<file path="src/hdl/b64d_pkg.sv">
package b64d_pkg;

	// '=' pad character
	localparam logic [7:0] PAD_CHAR = 8'd61;

	// group queue between front and back
	localparam int FIFO_DEPTH = 4;
	localparam int FIFO_AW    = $clog2(FIFO_DEPTH);
	localparam int FIFO_LW    = FIFO_AW + 1;

	// byte index inside a group
	localparam logic [1:0] BYTE_HI  = 2'd0;
	localparam logic [1:0] BYTE_MID = 2'd1;
	localparam logic [1:0] BYTE_LO  = 2'd2;

	// one decoded group handed from front to back
	typedef struct packed {
		logic [23:0] bits;
		logic [1:0]  count;  // bytes to send, 1..3
		logic        last;   // final group of the text
	} group_t;

	// queue status seen by front and back
	typedef struct packed {
		logic full;
		logic empty;
	} fifo_stat_t;

	// sextet lookup: {hit, value}
	function automatic logic [6:0] sextet_of(input logic [7:0] c);
		logic [6:0] r;
		r = 7'd0;
		if (c >= 8'd65 && c <= 8'd90) begin
			r = {1'b1, 6'(c - 8'd65)};
		end else if (c >= 8'd97 && c <= 8'd122) begin
			r = {1'b1, 6'(c - 8'd97 + 8'd26)};
		end else if (c >= 8'd48 && c <= 8'd57) begin
			r = {1'b1, 6'(c - 8'd48 + 8'd52)};
		end else if (c == 8'd43) begin
			r = {1'b1, 6'd62};
		end else if (c == 8'd47) begin
			r = {1'b1, 6'd63};
		end
		return r;
	endfunction

endpackage

</file>
<file path="src/hdl/b64d_front.sv">
module b64d_front (
	input  logic                 clk,
	input  logic                 arst_n,
	input  logic                 in_valid,
	output logic                 in_ready,
	input  logic [7:0]           char_in,
	input  logic                 is_last,
	input  b64d_pkg::fifo_stat_t stat,
	output logic                 push,
	output b64d_pkg::group_t     push_data
);

	logic [23:0] bits_q;
	logic [1:0]  pos_q;
	logic [2:0]  pad_q;

	logic [6:0]  sx;
	logic        is_pad;
	logic        accept;
	logic        full_grp;
	logic [23:0] bits_nx;
	logic [2:0]  pad_nx;
	logic [1:0]  count;

	assign in_ready = !stat.full;
	assign accept   = in_valid && in_ready;
	assign sx       = b64d_pkg::sextet_of(char_in);
	assign is_pad   = (char_in == b64d_pkg::PAD_CHAR);
	assign full_grp = (pos_q == 2'd3);

	always_comb begin
		bits_nx = bits_q;
		pad_nx  = 3'd0;
		if (is_pad) begin
			bits_nx = {bits_q[17:0], 6'd0};
			pad_nx  = (pad_q == 3'd7) ? pad_q : pad_q + 3'd1;
		end else if (sx[6]) begin
			bits_nx = {bits_q[17:0], sx[5:0]};
		end
	end

	// trailing pads trim the final group only
	always_comb begin
		count = 2'd3;
		if (is_last) begin
			count = (pad_nx >= 3'd3) ? 2'd0 : 2'(3'd3 - pad_nx);
		end
	end

	assign push           = accept && full_grp && (count != 2'd0);
	assign push_data.bits  = bits_nx;
	assign push_data.count = count;
	assign push_data.last  = is_last;

	always_ff @(posedge clk or negedge arst_n) begin
		if (!arst_n) begin
			bits_q <= '0;
			pos_q  <= '0;
			pad_q  <= '0;
		end else if (accept) begin
			if (full_grp || is_last) begin
				bits_q <= '0;
				pos_q  <= '0;
				pad_q  <= '0;
			end else begin
				bits_q <= bits_nx;
				pos_q  <= pos_q + 2'd1;
				pad_q  <= pad_nx;
			end
		end
	end

endmodule

</file>
<file path="src/hdl/b64d_fifo.sv">
module b64d_fifo (
	input  logic                 clk,
	input  logic                 arst_n,
	input  logic                 push,
	input  b64d_pkg::group_t     push_data,
	input  logic                 pop,
	output b64d_pkg::group_t     head,
	output b64d_pkg::fifo_stat_t stat
);

	b64d_pkg::group_t                 mem_q [b64d_pkg::FIFO_DEPTH];
	logic [b64d_pkg::FIFO_AW-1:0]     wr_q;
	logic [b64d_pkg::FIFO_AW-1:0]     rd_q;
	logic [b64d_pkg::FIFO_LW-1:0]     level_q;

	assign stat.full  = (level_q == b64d_pkg::FIFO_LW'(b64d_pkg::FIFO_DEPTH));
	assign stat.empty = (level_q == '0);
	assign head       = mem_q[rd_q];

	always_ff @(posedge clk) begin
		if (push) begin
			mem_q[wr_q] <= push_data;
		end
	end

	always_ff @(posedge clk or negedge arst_n) begin
		if (!arst_n) begin
			wr_q    <= '0;
			rd_q    <= '0;
			level_q <= '0;
		end else begin
			if (push) begin
				wr_q <= wr_q + 1'b1;
			end
			if (pop) begin
				rd_q <= rd_q + 1'b1;
			end
			if (push && !pop) begin
				level_q <= level_q + 1'b1;
			end else if (pop && !push) begin
				level_q <= level_q - 1'b1;
			end
		end
	end

	a_no_overflow: assert property (@(posedge clk) disable iff (!arst_n)
		stat.full |-> !push)
		else $error("group queue written while full");

	a_no_underflow: assert property (@(posedge clk) disable iff (!arst_n)
		stat.empty |-> !pop)
		else $error("group queue read while empty");

	a_level_bound: assert property (@(posedge clk) disable iff (!arst_n)
		level_q <= b64d_pkg::FIFO_LW'(b64d_pkg::FIFO_DEPTH))
		else $error("group queue level out of range");

endmodule

</file>
<file path="src/hdl/b64d_back.sv">
module b64d_back (
	input  logic                 clk,
	input  logic                 arst_n,
	input  b64d_pkg::group_t     head,
	input  b64d_pkg::fifo_stat_t stat,
	output logic                 pop,
	output logic                 out_valid,
	input  logic                 out_ready,
	output logic [7:0]           data_byte,
	output logic                 last_byte
);

	logic [1:0] idx_q;
	logic       vld_q;
	logic [7:0] byte_q;
	logic       last_q;

	logic       load;
	logic       end_grp;
	logic [7:0] sel;

	assign load    = !stat.empty && (!vld_q || out_ready);
	assign end_grp = ((idx_q + 2'd1) == head.count);
	assign pop     = load && end_grp;

	always_comb begin
		unique case (idx_q)
			b64d_pkg::BYTE_HI:  sel = head.bits[23:16];
			b64d_pkg::BYTE_MID: sel = head.bits[15:8];
			b64d_pkg::BYTE_LO:  sel = head.bits[7:0];
			default:            sel = head.bits[7:0];
		endcase
	end

	always_ff @(posedge clk or negedge arst_n) begin
		if (!arst_n) begin
			idx_q <= '0;
			vld_q <= 1'b0;
		end else begin
			if (load) begin
				vld_q <= 1'b1;
				idx_q <= end_grp ? 2'd0 : idx_q + 2'd1;
			end else if (out_ready) begin
				vld_q <= 1'b0;
			end
		end
	end

	always_ff @(posedge clk) begin
		if (load) begin
			byte_q <= sel;
			last_q <= head.last && end_grp;
		end
	end

	assign out_valid = vld_q;
	assign data_byte = byte_q;
	assign last_byte = last_q;

endmodule

</file>
<file path="src/hdl/base64_decoder.sv">
// Channel   Dir  tdata (low bit up)   tlast       tuser
// s_axis    in   char_in[7:0]         is_last     -
// m_axis    out  data_byte[7:0]       last_byte   -
//
// Input side takes one character per cycle while the group queue has room.
// Each fourth character, unless pads leave no bytes, pushes a group of up to
// three bytes into a four-entry queue; the back end sends one byte per cycle
// from it, so the sustained rate is one character per cycle (three bytes per
// four chars). A first byte passes the queue entry and the output register.
// Reset (arst_n low) clears the accumulator, queue pointers and output valid.
// An m_axis stall fills the queue; s_tready drops only when it is full.
module base64_decoder (
	input  logic       clk,
	input  logic       arst_n,
	input  logic       s_tvalid,
	output logic       s_tready,
	input  logic [7:0] s_tdata,   // [7:0] char_in
	input  logic       s_tlast,   // is_last
	output logic       m_tvalid,
	input  logic       m_tready,
	output logic [7:0] m_tdata,   // [7:0] data_byte
	output logic       m_tlast    // last_byte
);

	b64d_pkg::group_t     push_data;
	b64d_pkg::group_t     head;
	b64d_pkg::fifo_stat_t stat;
	logic                 push;
	logic                 pop;

	// front: sextet decode, group accumulation, pad trimming
	b64d_front u_front (
		.clk       (clk),
		.arst_n    (arst_n),
		.in_valid  (s_tvalid),
		.in_ready  (s_tready),
		.char_in   (s_tdata),
		.is_last   (s_tlast),
		.stat      (stat),
		.push      (push),
		.push_data (push_data)
	);

	// decouples character intake from byte output
	b64d_fifo u_fifo (
		.clk       (clk),
		.arst_n    (arst_n),
		.push      (push),
		.push_data (push_data),
		.pop       (pop),
		.head      (head),
		.stat      (stat)
	);

	// back: serializes each group MSB first into the output register
	b64d_back u_back (
		.clk       (clk),
		.arst_n    (arst_n),
		.head      (head),
		.stat      (stat),
		.pop       (pop),
		.out_valid (m_tvalid),
		.out_ready (m_tready),
		.data_byte (m_tdata),
		.last_byte (m_tlast)
	);

endmodule

</file>
<file path="config.mk">
export PLATFORM = sky130hd
export DESIGN_NAME = base64_decoder
export DESIGN_NICKNAME = d
export VERILOG_FILES = /design/src/hdl/b64d_pkg.sv /design/src/hdl/b64d_front.sv /design/src/hdl/b64d_fifo.sv /design/src/hdl/b64d_back.sv /design/src/hdl/base64_decoder.sv
export SDC_FILE = /design/constraint.sdc
export NUM_CORES = 1
export LEC_CHECK = 0
export BUFFER_PORTS_ARGS = -buffer_cell sky130_fd_sc_hd__buf_4
export CAP_MARGIN = 40
export CORE_MARGIN = 3
export CORE_UTILIZATION = 50
export DETAILED_ROUTE_END_ITERATION = 8
export HOLD_SLACK_MARGIN = 0.03
export PLACE_DENSITY = 0.68
export SETUP_SLACK_MARGIN = 0.2
export SLEW_MARGIN = 20
export SYNTH_ARGS = -nofsm -noshare
export SYNTH_HDL_FRONTEND = slang
export SYNTH_SLANG_ARGS = --single-unit
</file>
<file path="constraint.sdc">
create_clock -name clk -period 7.6 [get_ports clk]
set_input_delay 0.38 -clock clk [delete_from_list [all_inputs] [get_ports clk]]
set_output_delay 0.38 -clock clk [all_outputs]
set_load 0.05 [all_outputs]
</file>
==> out/qor.log, run 1 <==
qor: final_layout.final_core_utilization 58.8%
qor: routing.wire_per_inst 20.5 um
qor: synthesis.number_of_synthesized_flops_with_an_enable_pin 117
qor: global_route.grt_usage 19.3%
qor: synthesis.synth_top_family_by_area multiplexers
qor: final_layout.layout.area.seq 4490 um^2
qor: critical_path.worst-r2r-setup-slack 4.65 ns
qor: pwr.power_density 327 nW/um^2
qor: critical_path.crit_path_cell_trace mux4_2 -> xor2_1 -> nor2_1 -> nand2_1 -> ha_1 -> inv_1 -> fa_1 -> mux2_2
qor: synthesis.synth.net_count 465
qor: final_layout.post_route_cells_drive_above_1_share 24.4%
qor: min_path.type_of_the_tightest_min_delay_check in2reg
qor: synthesis.netlist-cell-type-count 61
qor: clocking.clock_latency 0.42 ns
qor: sta.final_hold_viol_count 0
qor: sta.timing_max_transition_violations_final 0
qor: synthesis.yosys.area_share.xor_xnor 1.26%
qor: clocking.cts.htree.levels 4
qor: critical_path.critical_path.reg2reg.startpoint u_fifo.rd_q[0]
qor: floorplan.io-pin-count 24
qor: synthesis.ffs_latches_synth 156
qor: sta.ratio_of_final_minimum_period_to_clock_period 38.8%
qor: routing.detailedRoute.firstIterationViolations 272
qor: final_layout.area.growth.synth_to_final 13.5%
qor: synthesis.synth_flop_cell sky130_fd_sc_hd__edfxtp_1
qor: min_path.hold_start m_tready
qor: sta.final_period_minus_worst_setup_slack 2.95 ns
qor: clocking.cts_repair_resize_count 0
qor: critical_path.cpMaxStageDelayCell sky130_fd_sc_hd__dfrtp_2
qor: final_layout.num-nets-final 493
qor: synthesis.postSynthAreaPerCell 16.0 um^2
qor: floorplan.starting_density_of_the_core 51.8%
qor: synthesis.yosys_warnings 0
qor: synthesis.synth-adder-area-share 3.17%
qor: critical_path.r2r_end u_fifo.level_q[1]
qor: sta.fin_setup_tns 0 ns
qor: sta.worst_slew_pin_slew 0.778 ns
qor: routing.avgViaCountPerCell 5.92
qor: global_route.globalRouteOverflowTotal 0
qor: placement.place.detailed.hpwl 8280 um
qor: routing.drc_errors_left 0
qor: routing.firstDrtPassIters 4
qor: synthesis.synth-async-reset-ratio 25.0%
qor: synthesis.fraction_of_the_yosys_area_taken_by_sequential_cells 64.7%
qor: floorplan.dieWidth 124 um
qor: placement.postPlaceCellArea 7270 um^2
qor: critical_path.cp-end-kind flop
qor: clocking.cts-buffers-inserted 17
qor: placement.place.gp.congestion 0.884
qor: clocking.cts_buffer_depth 2
qor: floorplan.design.core.area 13400 um^2
qor: synthesis.synth-simple-area-share 7.43%
qor: outcome.status finished, final reports clean
qor: routing.routed_via_count 3857
qor: synthesis.synth-compound-area-share 8.73%
qor: min_path.hold_path_depth 4
qor: pwr.leakagePower 2.92 nW
qor: global_route.grt_antenna_before_repair 0
qor: synthesis.summed_instance_area_of_the_synthesized_netlist 6940 um^2
qor: final_layout.multiInputGateArea 2290 um^2
qor: floorplan.die_area 15300 um^2
qor: routing.detail_route.wirelength 13400 um
qor: critical_path.critPathArrivalTime 3.25 ns
qor: sta.fmaxAchievable 0.339 GHz
qor: sta.finalSetupViolations 0
qor: clocking.clk_slew_on_worst_s_h_paths 0.06 ns
qor: critical_path.setup.worst_path.class reg2reg
qor: placement.number_of_buffer_cells_added_on_primary_ports 23
qor: global_route.first_global_vias 3981
qor: global_route.grt_start_max_net_pins 40
qor: sta.rsz0062_at_grt no
qor: clocking.postCtsHoldBufs 1
qor: synthesis.yosys-mux-area-fraction 12.3%
qor: synthesis.synthCells 435
qor: global_route.grt_pass1_wl 21500 um
qor: final_layout.diodes 0
qor: sta.final.hold.worst_slack 0.210 ns
qor: clocking.tritoncts built
qor: critical_path.crit_path_max_incr_delay 0.75 ns
qor: clocking.cts_setup_buffers 0
qor: run.max_cap_viol_count 0
qor: final_layout.post_route_cell_area 7880 um^2
qor: critical_path.start_kind flop
qor: sta.finalClockSkew 0.00632 ns
qor: floorplan.vert_die_dim 124 um
qor: critical_path.critical_path_peak_fanout 16
qor: clocking.cts.root.buffer_cell sky130_fd_sc_hd__clkbuf_16
qor: routing.route.antenna.remaining_nets 0
qor: final_layout.fillerInstances 1016
qor: clocking.clock_sink_count 156
qor: critical_path.rr_worst_depth 8
qor: min_path.holdPathEnd u_back.out_valid
qor: pwr.vdd.ir_drop.worst 0.180 mV
qor: critical_path.cp.required 7.90 ns
qor: floorplan.placementRows 42
qor: sta.timing.slew.headroom 47.5%
[layout by cell type, fill, tap and decap left out, drive strengths merged, types with 17 or more instances in the layout]
cell type | Yosys | final
dfrtp | 39 | 39
nand2 | 22 | 22
mux2 | 20 | 20
mux4 | 27 | 27
a22o | 19 | 19
nand3 | 17 | 17
inv | 14 | 19
edfxtp | 117 | 117
clkbuf | 6 | 17
buf | 14 | 28
[cell families (layout without fill, tap and decap cells)]
family                   count (synthesis)  after routing
AO/OA/AOI/OAI                           75             75
adder cells (fa/ha/maj)                 17             17
buffers and inverters                   34             75
flip-flops                             156            156
AND/OR/NAND/NOR                         94             94
multiplexers                            49             49
XOR/XNOR                                10             10
[sequential cells by signal (all words and copies together), names as in the netlist, 3 cells and up]
signal / flops
u_front.pad_q: 3
u_fifo.mem_q: 108
u_fifo.level_q: 3
u_back.data_byte: 8
u_front.bits_q: 24
[critical path: cells and delay by family, from the launching register on]
family	cells	cell delay, ns
XOR/XNOR	1	0.16
adder cells (fa/ha/maj)	2	0.62
buffers and inverters	1	0.07
flip-flops	1	0.75
multiplexers	2	0.87
AND/OR/NAND/NOR	2	0.36
[layer usage]
metal / wire length [um] / vias to the layer above / track usage (%)
met5: 0 / - / 0
li1: - / 1796 / -
met4: 113 / 0 / 7.27
met2: 6940 / 80 / 30.8
met1: 5800 / 1975 / 25.9
met3: 503 / 6 / 4.63
[final cells by class]
cell class              instances  share of cell area [%]
clock buffers                  17                    5.40
inverters                      14                   0.667
flip-flops and latches        156                    57.0
clock inverters                15                    1.75
repair buffers                 29                    3.26
well taps                     176                    2.80
multi-input cells             245                    29.1
[power breakdown]
group	switching (mW)	leakage, nW	internal (mW)
Sequential	0.0667	1.62	1.01
Combinational	0.396	1.05	0.306
Clock	0.340	0.259	0.454
Total	0.804	2.92	1.77
[worst max-delay path by stage]
stage,startpoint,endpoint,slack [ns],cells after the start
2_1_floorplan,u_fifo.level_q[2],u_fifo.mem_q[0][0],4.83,6
3_3_place_gp,s_tdata[2],u_fifo.mem_q[0][18],4.08,8
3_5_place_dp,s_tdata[2],u_fifo.mem_q[3][9],4.46,8
4_1_cts,u_fifo.rd_q[0],u_fifo.level_q[1],4.59,8
5_1_grt,u_fifo.rd_q[0],u_fifo.level_q[1],4.45,8
6_report,u_fifo.rd_q[0],u_fifo.level_q[1],4.65,8
[Yosys cell counts, types with 3 or more instances]
cell / number / area (um^2)
sky130_fd_sc_hd__nor2_1: 11 / 41.3
sky130_fd_sc_hd__mux2_2: 16 / 180
sky130_fd_sc_hd__buf_6: 3 / 33.8
sky130_fd_sc_hd__a31oi_1: 4 / 25.0
sky130_fd_sc_hd__nor3_1: 5 / 25.0
sky130_fd_sc_hd__and2_1: 8 / 50.1
sky130_fd_sc_hd__nor2b_1: 10 / 62.6
sky130_fd_sc_hd__nand3_1: 17 / 85.1
sky130_fd_sc_hd__clkbuf_1: 6 / 22.5
sky130_fd_sc_hd__nand2_1: 22 / 82.6
sky130_fd_sc_hd__mux4_2: 27 / 608
sky130_fd_sc_hd__o211ai_1: 3 / 22.5
sky130_fd_sc_hd__ha_1: 16 / 200
sky130_fd_sc_hd__dfrtp_1: 39 / 976
sky130_fd_sc_hd__edfxtp_1: 117 / 3510
sky130_fd_sc_hd__o2bb2ai_1: 3 / 26.3
sky130_fd_sc_hd__xnor2_1: 5 / 43.8
sky130_fd_sc_hd__o21ai_0: 7 / 35.0
sky130_fd_sc_hd__buf_2: 8 / 40.0
sky130_fd_sc_hd__o32ai_1: 4 / 35.0
sky130_fd_sc_hd__xor2_1: 5 / 43.8
sky130_fd_sc_hd__a21o_1: 3 / 22.5
sky130_fd_sc_hd__nand4_1: 4 / 25.0
sky130_fd_sc_hd__mux2_1: 4 / 45.0
sky130_fd_sc_hd__inv_1: 14 / 52.6
sky130_fd_sc_hd__a221o_1: 8 / 80.1
sky130_fd_sc_hd__a22o_1: 19 / 166
sky130_fd_sc_hd__a21oi_1: 7 / 35.0
[per-stage QoR]
| stage | setup WS (ns) | power, mW | instances |
|---|---|---|---|
| floorplan | 4.83 | 1.61 | 435 |
| global placement | 4.08 | 1.78 | 616 |
| detailed placement | 4.46 | 1.81 | 617 |
| CTS | 4.59 | 2.61 | 650 |
| global route | 4.45 | 2.71 | 652 |
| finish | 4.65 | 2.58 | 652 |
No activity file was read; power rests on OpenSTA's default activity.
==> run 2, diff against run 1 <==
--- a/config.mk
+++ b/config.mk
@@ -11,7 +11,7 @@
 export CORE_UTILIZATION = 50
 export DETAILED_ROUTE_END_ITERATION = 8
 export HOLD_SLACK_MARGIN = 0.03
-export PLACE_DENSITY = 0.68
+export PLACE_DENSITY = 0.71
 export SETUP_SLACK_MARGIN = 0.2
 export SLEW_MARGIN = 20
 export SYNTH_ARGS = -nofsm -noshare
==> constraint.sdc (replaced) <==
create_clock -name clk -period 2.6 [get_ports clk]
set_input_delay 0.13 -clock clk [delete_from_list [all_inputs] [get_ports clk]]
set_output_delay 0.13 -clock clk [all_outputs]
set_load 0.05 [all_outputs]
==> run 2 against run 1 <==
Wire length grew 3.5%. Combinational power grew to 3.2 times the previous value. Via count grew 4.6%. Non-clock buffer count grew 24. Cell area grew 4.1%. Highest routed layer unchanged. Clock skew grew 0.0038 ns. Largest cell class unchanged.
==> out/qor.log, run 2 (same netlist as run 1, synthesis figures left out) <==
qor: sta.timing.slew.headroom 52.5% [+5.1 points]
qor: floorplan.starting_density_of_the_core 51.8% [unchanged]
qor: pwr.vdd.ir_drop.worst 0.512 mV [+180%]
qor: floorplan.die_area 15300 um^2 [unchanged]
qor: placement.place.gp.congestion 0.853 [-3.5%]
qor: clocking.tritoncts built
qor: floorplan.design.core.area 13400 um^2 [unchanged]
qor: sta.final_period_minus_worst_setup_slack 2.37 ns [-0.582 ns]
qor: final_layout.num-nets-final 517 [+4.9%]
qor: floorplan.io-pin-count 24 [unchanged]
qor: final_layout.layout_commonest_cell sky130_fd_sc_hd__edfxtp_1
qor: critical_path.critPathLaunch u_fifo.rd_q[0]
qor: sta.final_hold_viol_count 0 [unchanged]
qor: final_layout.post_route_cell_area 8200 um^2 [+4.1%]
qor: clocking.clock_latency 0.42 ns [about the same]
qor: routing.firstDrtPassIters 4 [unchanged]
qor: pwr.leakagePower 3.08 nW [+5.4%]
qor: global_route.globalRouteOverflowTotal 0 [unchanged]
qor: critical_path.critical_path.endpoint u_fifo.level_q[1]
qor: final_layout.layout.area.seq 4490 um^2 [unchanged]
qor: min_path.type_of_the_tightest_min_delay_check in2reg
qor: routing.wire_per_inst 20.5 um [about the same]
qor: critical_path.cp-end-kind flop
qor: placement.postPlaceCellArea 7460 um^2 [+2.5%]
qor: critical_path.worst-r2r-setup-slack 0.23 ns [-4.42 ns]
qor: placement.place.detailed.hpwl 8400 um [+1.4%]
qor: final_layout.largest_reg_flops 108 [unchanged]
qor: critical_path.rr_worst_depth 8 [unchanged]
qor: critical_path.critical_path.reg2reg.startpoint u_fifo.rd_q[0]
qor: pwr.power_density 974 nW/um^2 [+200%]
qor: global_route.grt_usage 19.6% [+0.30 points]
qor: clocking.cts-buffers-inserted 17 [unchanged]
qor: sta.ratio_of_final_minimum_period_to_clock_period 91.1% [+52 points]
qor: critical_path.start_kind flop
qor: clocking.clk_slew_on_worst_s_h_paths 0.06 ns [about the same]
qor: sta.rsz0062_at_grt yes
qor: clocking.clock_sink_count 156 [unchanged]
qor: global_route.grt_start_max_net_pins 40 [unchanged]
qor: routing.routed_via_count 4033 [+4.6%]
qor: routing.avgViaCountPerCell 5.97 [+1.0%]
qor: final_layout.diodes 0 [unchanged]
qor: critical_path.critPathArrivalTime 2.66 ns [-0.59 ns]
qor: routing.route.antenna.remaining_nets 0 [unchanged]
qor: clocking.cts.root.buffer_cell sky130_fd_sc_hd__clkbuf_16
qor: critical_path.r2r_end u_fifo.level_q[1]
qor: sta.finalSetupViolations 0 [unchanged]
qor: sta.worst_slew_pin_slew 0.703 ns [-0.0748 ns]
qor: clocking.cts_buffer_depth 2 [unchanged]
qor: critical_path.setup.worst_path.class reg2reg
qor: run.max_cap_viol_count 0 [unchanged]
qor: routing.drc_errors_left 0 [unchanged]
qor: critical_path.critical_path_peak_fanout 3 [-13]
qor: critical_path.cp.required 2.90 ns [-5.00 ns]
qor: sta.fin_setup_tns 0 ns [unchanged]
qor: final_layout.multiInputGateArea 2330 um^2 [+1.6%]
qor: floorplan.dieWidth 124 um [unchanged]
qor: final_layout.most-common-layout-cells sky130_fd_sc_hd__edfxtp_1, sky130_fd_sc_hd__buf_4, sky130_fd_sc_hd__dfrtp_1
qor: final_layout.fillerInstances 967 [-4.8%]
qor: outcome.status finished, final reports clean
qor: placement.number_of_buffer_cells_added_on_primary_ports 23 [unchanged]
qor: sta.fmaxAchievable 0.422 GHz [+25%]
qor: global_route.grt_pass1_wl 22400 um [+3.8%]
qor: floorplan.placementRows 42 [unchanged]
qor: sta.finalClockSkew 0.0101 ns [+0.00378 ns]
qor: final_layout.post_route_cells_drive_above_1_share 28.1% [+3.7 points]
qor: sta.timing_max_transition_violations_final 0 [unchanged]
qor: global_route.first_global_vias 4232 [+6.3%]
qor: final_layout.top_register u_fifo.mem_q
qor: routing.detail_route.wirelength 13800 um [+3.5%]
qor: final_layout.area.growth.synth_to_final 18.1%
qor: routing.detailedRoute.firstIterationViolations 408 [+50%]
qor: floorplan.vert_die_dim 124 um [unchanged]
qor: clocking.cts.htree.levels 4 [unchanged]
qor: global_route.grt_antenna_before_repair 0 [unchanged]
==> run 2: cell count changes in the layout (fill, tap and decap cells not counted), moves of 4 or more <==
cell,previous run,this run
sky130_fd_sc_hd__buf_12,1,5
sky130_fd_sc_hd__buf_4,25,43
sky130_fd_sc_hd__bufinv_16,1,5
sky130_fd_sc_hd__inv_6,5,0
==> run 2: cell type report <==
class	count	area share (%)
timing repair buffer	53	5.80
clock buffer	19	5.28
tap	176	2.69
clock inverter	12	2.40
inverter	14	0.641
multi-input combinational	245	28.4
sequential	156	54.8
==> run 2: worst min-delay path by stage <==
stage	from	endpoint	slack [ns]	cells after the start
after floorplan	arst_n	u_back.idx_q[0]	-0.17	0
after CTS	s_tvalid	u_front.pos_q[1]	0.20	5
final	s_tvalid	u_front.pos_q[1]	0.20	5
after global routing	s_tvalid	u_front.pos_q[1]	0.21	5
after global placement	arst_n	u_front.bits_q[6]	0.14	1
after detailed placement	arst_n	u_front.bits_q[12]	0.16	1
==> run 2: critical path, stage by stage, from the launching register on <==
cell and delay, ns:
sky130_fd_sc_hd__dfrtp_2 0.39, sky130_fd_sc_hd__mux4_2 0.54, sky130_fd_sc_hd__xnor2_2 0.18, sky130_fd_sc_hd__nor2_2 0.14, sky130_fd_sc_hd__nand2_2 0.10, sky130_fd_sc_hd__ha_4 0.17
sky130_fd_sc_hd__inv_2 0.05, sky130_fd_sc_hd__fa_2 0.41, sky130_fd_sc_hd__mux2_2 0.27
==> run 2: routing by layer <==
layer  up-vias  track usage [%]  routed length [um]
li1       1832                -                   -
met1      2084             25.3                6010
met2       107             32.8                7060
met3        10             5.13                 625
met4         0             5.74                 127
met5         -                0                   0
==> run 2: power breakdown <==
| group | internal [mW] | switching (mW) |
|---|---|---|
| combinational | 1.01 | 1.26 |
| clock | 1.69 | 0.913 |
| sequential | 2.97 | 0.145 |
==> run 2: repair_timing <==
item / 4_1_cts / 5_1_grt
endpoints found under the hold margin: 44 / 0
hold buffers: 3 / 0
pin swaps: 2 / 5
gates resized for setup: 1 / 3
endpoints found under the setup margin: 2 / 2
buffers inserted: 1 / 6
cloned: 0 / 0
==> run 2: per-stage QoR <==
| step | hold slack (ns) | cells | power, mW | worst slack [ns] | util (%) |
|---|---|---|---|---|---|
| after floorplan | -0.166 | 435 | 4.74 | 0.123 | - |
| after global placement | 0.145 | 633 | 5.28 | 0.232 | 55.6 |
| after detailed placement | 0.159 | 633 | 5.34 | 0.161 | 55.6 |
| after CTS | 0.198 | 668 | 7.96 | 0.206 | 60.6 |
| after global routing | 0.212 | 675 | 8.35 | 0.161 | 61.2 |
| final | 0.199 | 675 | 7.99 | 0.231 | 61.2 |
==> run 3, diff against run 2 <==
--- a/config.mk
+++ b/config.mk
@@ -5,6 +5,7 @@
 export SDC_FILE = /design/constraint.sdc
 export NUM_CORES = 1
 export LEC_CHECK = 0
+export ABC_AREA = 1
 export BUFFER_PORTS_ARGS = -buffer_cell sky130_fd_sc_hd__buf_4
 export CAP_MARGIN = 40
 export CORE_MARGIN = 3
==> run 3 against run 2 <==
Wire length increased by 16%. Clock skew decreased by 0.0043 ns. Critical path depth increased by 7. Sequential cell count unchanged. First-iteration DRC count decreased by 12%. Maximum frequency increased by 4.8%. Clock power decreased by 15%. Via count increased by 31%. Largest power group unchanged. Highest routed layer unchanged.
==> out/qor.log, run 3 <==
qor: global_route.grt_pass1_wl 25800 um [+15%]
qor: critical_path.crit_buf_inv 3 [+2]
qor: sta.final_period_minus_worst_setup_slack 2.26 ns [-0.109 ns]
qor: sta.final.hold.worst_slack 0.124 ns [-0.0746 ns]
qor: critical_path.critical_path.reg2reg.startpoint u_front.pad_q[1]
qor: synthesis.synth_commonest_cells sky130_fd_sc_hd__nand2_1, sky130_fd_sc_hd__edfxtp_1, sky130_fd_sc_hd__nor2_1
qor: routing.wl_met3 568 um [-9.1%]
qor: clocking.clock_latency 0.42 ns [about the same]
qor: synthesis.fraction_of_the_yosys_area_taken_by_sequential_cells 59.9% [-4.8 points]
qor: sta.timing.slew.headroom 60.1% [+7.6 points]
qor: clocking.tritoncts built
qor: critical_path.rr_worst_depth 15 [+7]
qor: sta.worst_slew_pin_slew 0.596 ns [-0.107 ns]
qor: routing.drc_errors_left 0 [unchanged]
qor: synthesis.number_of_synthesized_flops_with_an_enable_pin 117 [unchanged]
qor: floorplan.placementRows 44 [+4.8%]
qor: placement.place.gp.congestion 0.877 [+2.8%]
qor: synthesis.synth_area_leader_cell sky130_fd_sc_hd__edfxtp_1
qor: final_layout.num-nets-final 797 [+54%]
qor: critical_path.cpMaxStageDelayCell sky130_fd_sc_hd__dfrtp_1
qor: critical_path.critPathArrivalTime 2.55 ns [-0.11 ns]
qor: final_layout.most-common-layout-cells sky130_fd_sc_hd__nand2_1, sky130_fd_sc_hd__edfxtp_1, sky130_fd_sc_hd__nor2_1
qor: routing.routed_via_count 5272 [+31%]
qor: synthesis.postSynthAreaPerCell 10.2 um^2 [-36%]
qor: sta.finalClockSkew 0.00577 ns [-0.00433 ns]
qor: critical_path.setup.worst_path.class reg2reg
qor: synthesis.post-synth-top-count-cell sky130_fd_sc_hd__nand2_1
qor: routing.detailedRoute.firstIterationViolations 359 [-12%]
qor: final_layout.post_route_cell_area 8520 um^2 [+3.9%]
qor: routing.firstDrtPassIters 5 [+1]
qor: final_layout.largest_reg_flops 108 [unchanged]
qor: sta.fin_setup_tns 0 ns [unchanged]
qor: placement.place.detailed.hpwl 10200 um [+22%]
qor: synthesis.ys_top_cells_by_area sky130_fd_sc_hd__edfxtp_1, sky130_fd_sc_hd__dfrtp_1, sky130_fd_sc_hd__nand2_1, sky130_fd_sc_hd__o21ai_0, sky130_fd_sc_hd__nor2_1
qor: clocking.cts.htree.levels 4 [unchanged]
qor: final_layout.final_core_utilization 58.4% [-2.8 points]
qor: placement.placedCellCount 926 [+46%]
qor: clocking.cts_buffer_depth 2 [unchanged]
qor: synthesis.synth_flop_cell sky130_fd_sc_hd__edfxtp_1
qor: global_route.first_global_vias 5116 [+21%]
qor: pwr.cell_internal_pwr 5.42 mW [-4.4%]
qor: critical_path.crit_path_cell_trace ha_2 -> nand2_2 -> xor2_1 -> nor2_1 -> inv_1 -> a21oi_2 -> nand2_1 -> nand2_2 -> inv_2 -> ha_2 -> inv_2 -> fa_2 -> a21oi_1 -> o21ai_1 -> xor2_1
qor: sta.finalSetupViolations 0 [unchanged]
qor: routing.wire_per_inst 16.6 um [-19%]
qor: floorplan.vert_die_dim 128 um [+3.7%]
qor: floorplan.starting_density_of_the_core 51.4% [-0.42 points]
qor: critical_path.start_kind flop
qor: synthesis.synth-async-reset-ratio 25.0% [unchanged]
qor: global_route.globalRouteOverflowTotal 0 [unchanged]
qor: routing.detail_route.wirelength.met1 7150 um [+19%]
qor: sta.timing_max_transition_violations_final 0 [unchanged]
qor: critical_path.critical_path_peak_fanout 3 [unchanged]
qor: final_layout.layout_commonest_cell sky130_fd_sc_hd__nand2_1
qor: routing.detail_route.wirelength 16000 um [+16%]
qor: final_layout.instances_no_fill 964 [+43%]
qor: clocking.cts-buffers-inserted 17 [unchanged]
qor: final_layout.diodes 0 [unchanged]
qor: routing.avgViaCountPerCell 5.47 [-8.5%]
qor: sta.rsz0062_at_grt no
qor: min_path.hold_path_depth 4 [-1]
qor: sta.fmaxAchievable 0.443 GHz [+4.8%]
qor: min_path.holdPathEnd u_front.bits_q[0]
qor: critical_path.worst-r2r-setup-slack 0.34 ns [+0.11 ns]
qor: global_route.grt_antenna_before_repair 0 [unchanged]
qor: critical_path.cp.required 2.89 ns [about the same]
qor: final_layout.post_route_cells_drive_above_1_share 16.3% [-12 points]
qor: routing.dr_wl_met2 7910 um [+12%]
qor: pwr.switching_share 36.3% [+7.3 points]
qor: critical_path.r2r_end u_fifo.level_q[2]
qor: synthesis.synthDominantCellAreaShare 46.9% [-3.7 points]
qor: critical_path.cp-end-kind flop
qor: synthesis.netlist-cell-type-count 35 [-43%]
qor: pwr.p_switching 3.09 mW [+33%]
qor: sta.final_hold_viol_count 0 [unchanged]
qor: run.max_cap_viol_count 0 [unchanged]
qor: pwr.p_seq_share 39.3% [+0.3 points]
qor: sta.ratio_of_final_minimum_period_to_clock_period 86.9% [-4.2 points]
qor: pwr.pwr-share-comb 34.7% [+6.3 points]
qor: synthesis.ffs_latches_synth 156 [unchanged]
qor: pwr.p_clk_share 26.1% [-6.5 points]
qor: synthesis.synth.net_count 766 [+65%]
qor: floorplan.die_area 16500 um^2 [+7.6%]
qor: pwr.power_density 999 nW/um^2 [+2.5%]
qor: clocking.clk_slew_on_worst_s_h_paths 0.05 ns [about the same]
qor: clocking.cts.root.buffer_cell sky130_fd_sc_hd__clkbuf_16
qor: floorplan.design.core.area 14600 um^2 [+8.9%]
qor: final_layout.area.growth.synth_to_final 13.6%
qor: routing.routed.top_layer met4
qor: global_route.grt_start_max_net_pins 53 [+33%]
qor: floorplan.io-pin-count 24 [unchanged]
qor: routing.route.antenna.remaining_nets 0 [unchanged]
qor: placement.postPlaceCellArea 7920 um^2 [+6.2%]
qor: pwr.vdd.ir_drop.worst 0.510 mV [-0.28%]
qor: outcome.status finished, final reports clean
qor: min_path.type_of_the_tightest_min_delay_check in2reg
qor: clocking.clock_sink_count 156 [unchanged]
qor: critical_path.cpLargestDelayFamily adder cells
qor: synthesis.yosys_warnings 0 [unchanged]
qor: synthesis.synthCells 736 [+69%]
qor: global_route.grt_usage 20.3% [+0.70 points]
qor: floorplan.dieWidth 128 um [+3.7%]
qor: critical_path.crit_path_max_incr_delay 0.40 ns [-0.14 ns]
qor: synthesis.summed_instance_area_of_the_synthesized_netlist 7490 um^2 [+8.0%]
qor: placement.number_of_buffer_cells_added_on_primary_ports 23 [unchanged]
qor: pwr.leakagePower 3.49 nW [+13%]
qor: min_path.hold_start s_tdata[0]
qor: final_layout.top_register u_fifo.mem_q
==> run 3: changes by cell type after synthesis, sizes merged, moves of 12 or more <==
cell | previous run | this run
a22o | 19 | 1
inv | 14 | 70
clkbuf | 6 | 18
nor2 | 12 | 80
nand3 | 17 | 58
o22ai | 2 | 25
nand2 | 22 | 182
mux2 | 20 | 0
mux4 | 27 | 0
o21a | 0 | 18
o21ai | 8 | 69
==> run 3: layer usage <==
metal | vias to the layer above | GRT usage [%]
li1 | 2542 | -
met4 | 0 | 8.55
met1 | 2594 | 25.8
met2 | 109 | 34.4
met3 | 27 | 3.49
met5 | - | 0
==> run 3: per-stage QoR <==
step	worst slack [ns]	power (mW)
floorplan	0.237	5.44
global placement	0.253	6.22
detailed placement	0.212	6.32
CTS	0.201	8.54
global route	0.179	9.00
finish	0.340	8.51
==> run 3: how the worst max path moves through the flow <==
stage,from,end,cells past startpoint
floorplan,u_back.out_valid,u_fifo.level_q[1],9
global placement,u_front.pad_q[1],u_fifo.level_q[2],15
detailed placement,u_front.pad_q[0],u_fifo.level_q[2],15
CTS,u_front.pad_q[0],u_fifo.level_q[2],15
global route,u_front.pad_q[1],u_fifo.level_q[2],15
finish,u_front.pad_q[1],u_fifo.level_q[2],15
==> run 3: tightest hold or removal path, cell delays in order <==
cell and delay (ns):
sky130_fd_sc_hd__buf_4 0.13, sky130_fd_sc_hd__nand2_1 0.08, sky130_fd_sc_hd__nand4_1 0.09, sky130_fd_sc_hd__o21ai_0 0.07
==> run 3: area by class of cell <==
cell class / instances / area (um^2)
Fill cell: 1183 / 6070
Timing Repair Buffer: 44 / 398
Inverter: 70 / 263
Multi-Input combinational cell: 478 / 2600
Sequential cell: 156 / 4490
Clock inverter: 3 / 13.8
Tap cell: 184 / 230
Clock buffer: 29 / 520
==> run 3: kinds of logic after synthesis <==
group	Yosys count	share of synthesized area [%]
AOI/OAI and AO/OA	125	9.67
xor gates and xnor gates	10	1.17
adders and majority gates	17	2.94
buffers and inverters	102	5.94
DFF	156	59.9
and+or+nand+nor	326	20.4
==> run 3: power by group through the flow <==
stage | Clock [mW] | Sequential [mW] | Combinational, mW
after floorplan | 0 | 3.59 | 1.85
after global placement | 0 | 3.36 | 2.86
after detailed placement | 0 | 3.38 | 2.94
after CTS | 2.25 | 3.33 | 2.96
after global routing | 2.36 | 3.37 | 3.27
final | 2.22 | 3.34 | 2.95
==> run 3: timing repair <==
item | in CTS | in global routing
hold endpoints to repair | 43 | 0
buffers inserted | 0 | 4
resized for setup | 0 | 8
endpoints found under the setup margin | 0 | 2
hold buffers | 2 | 0
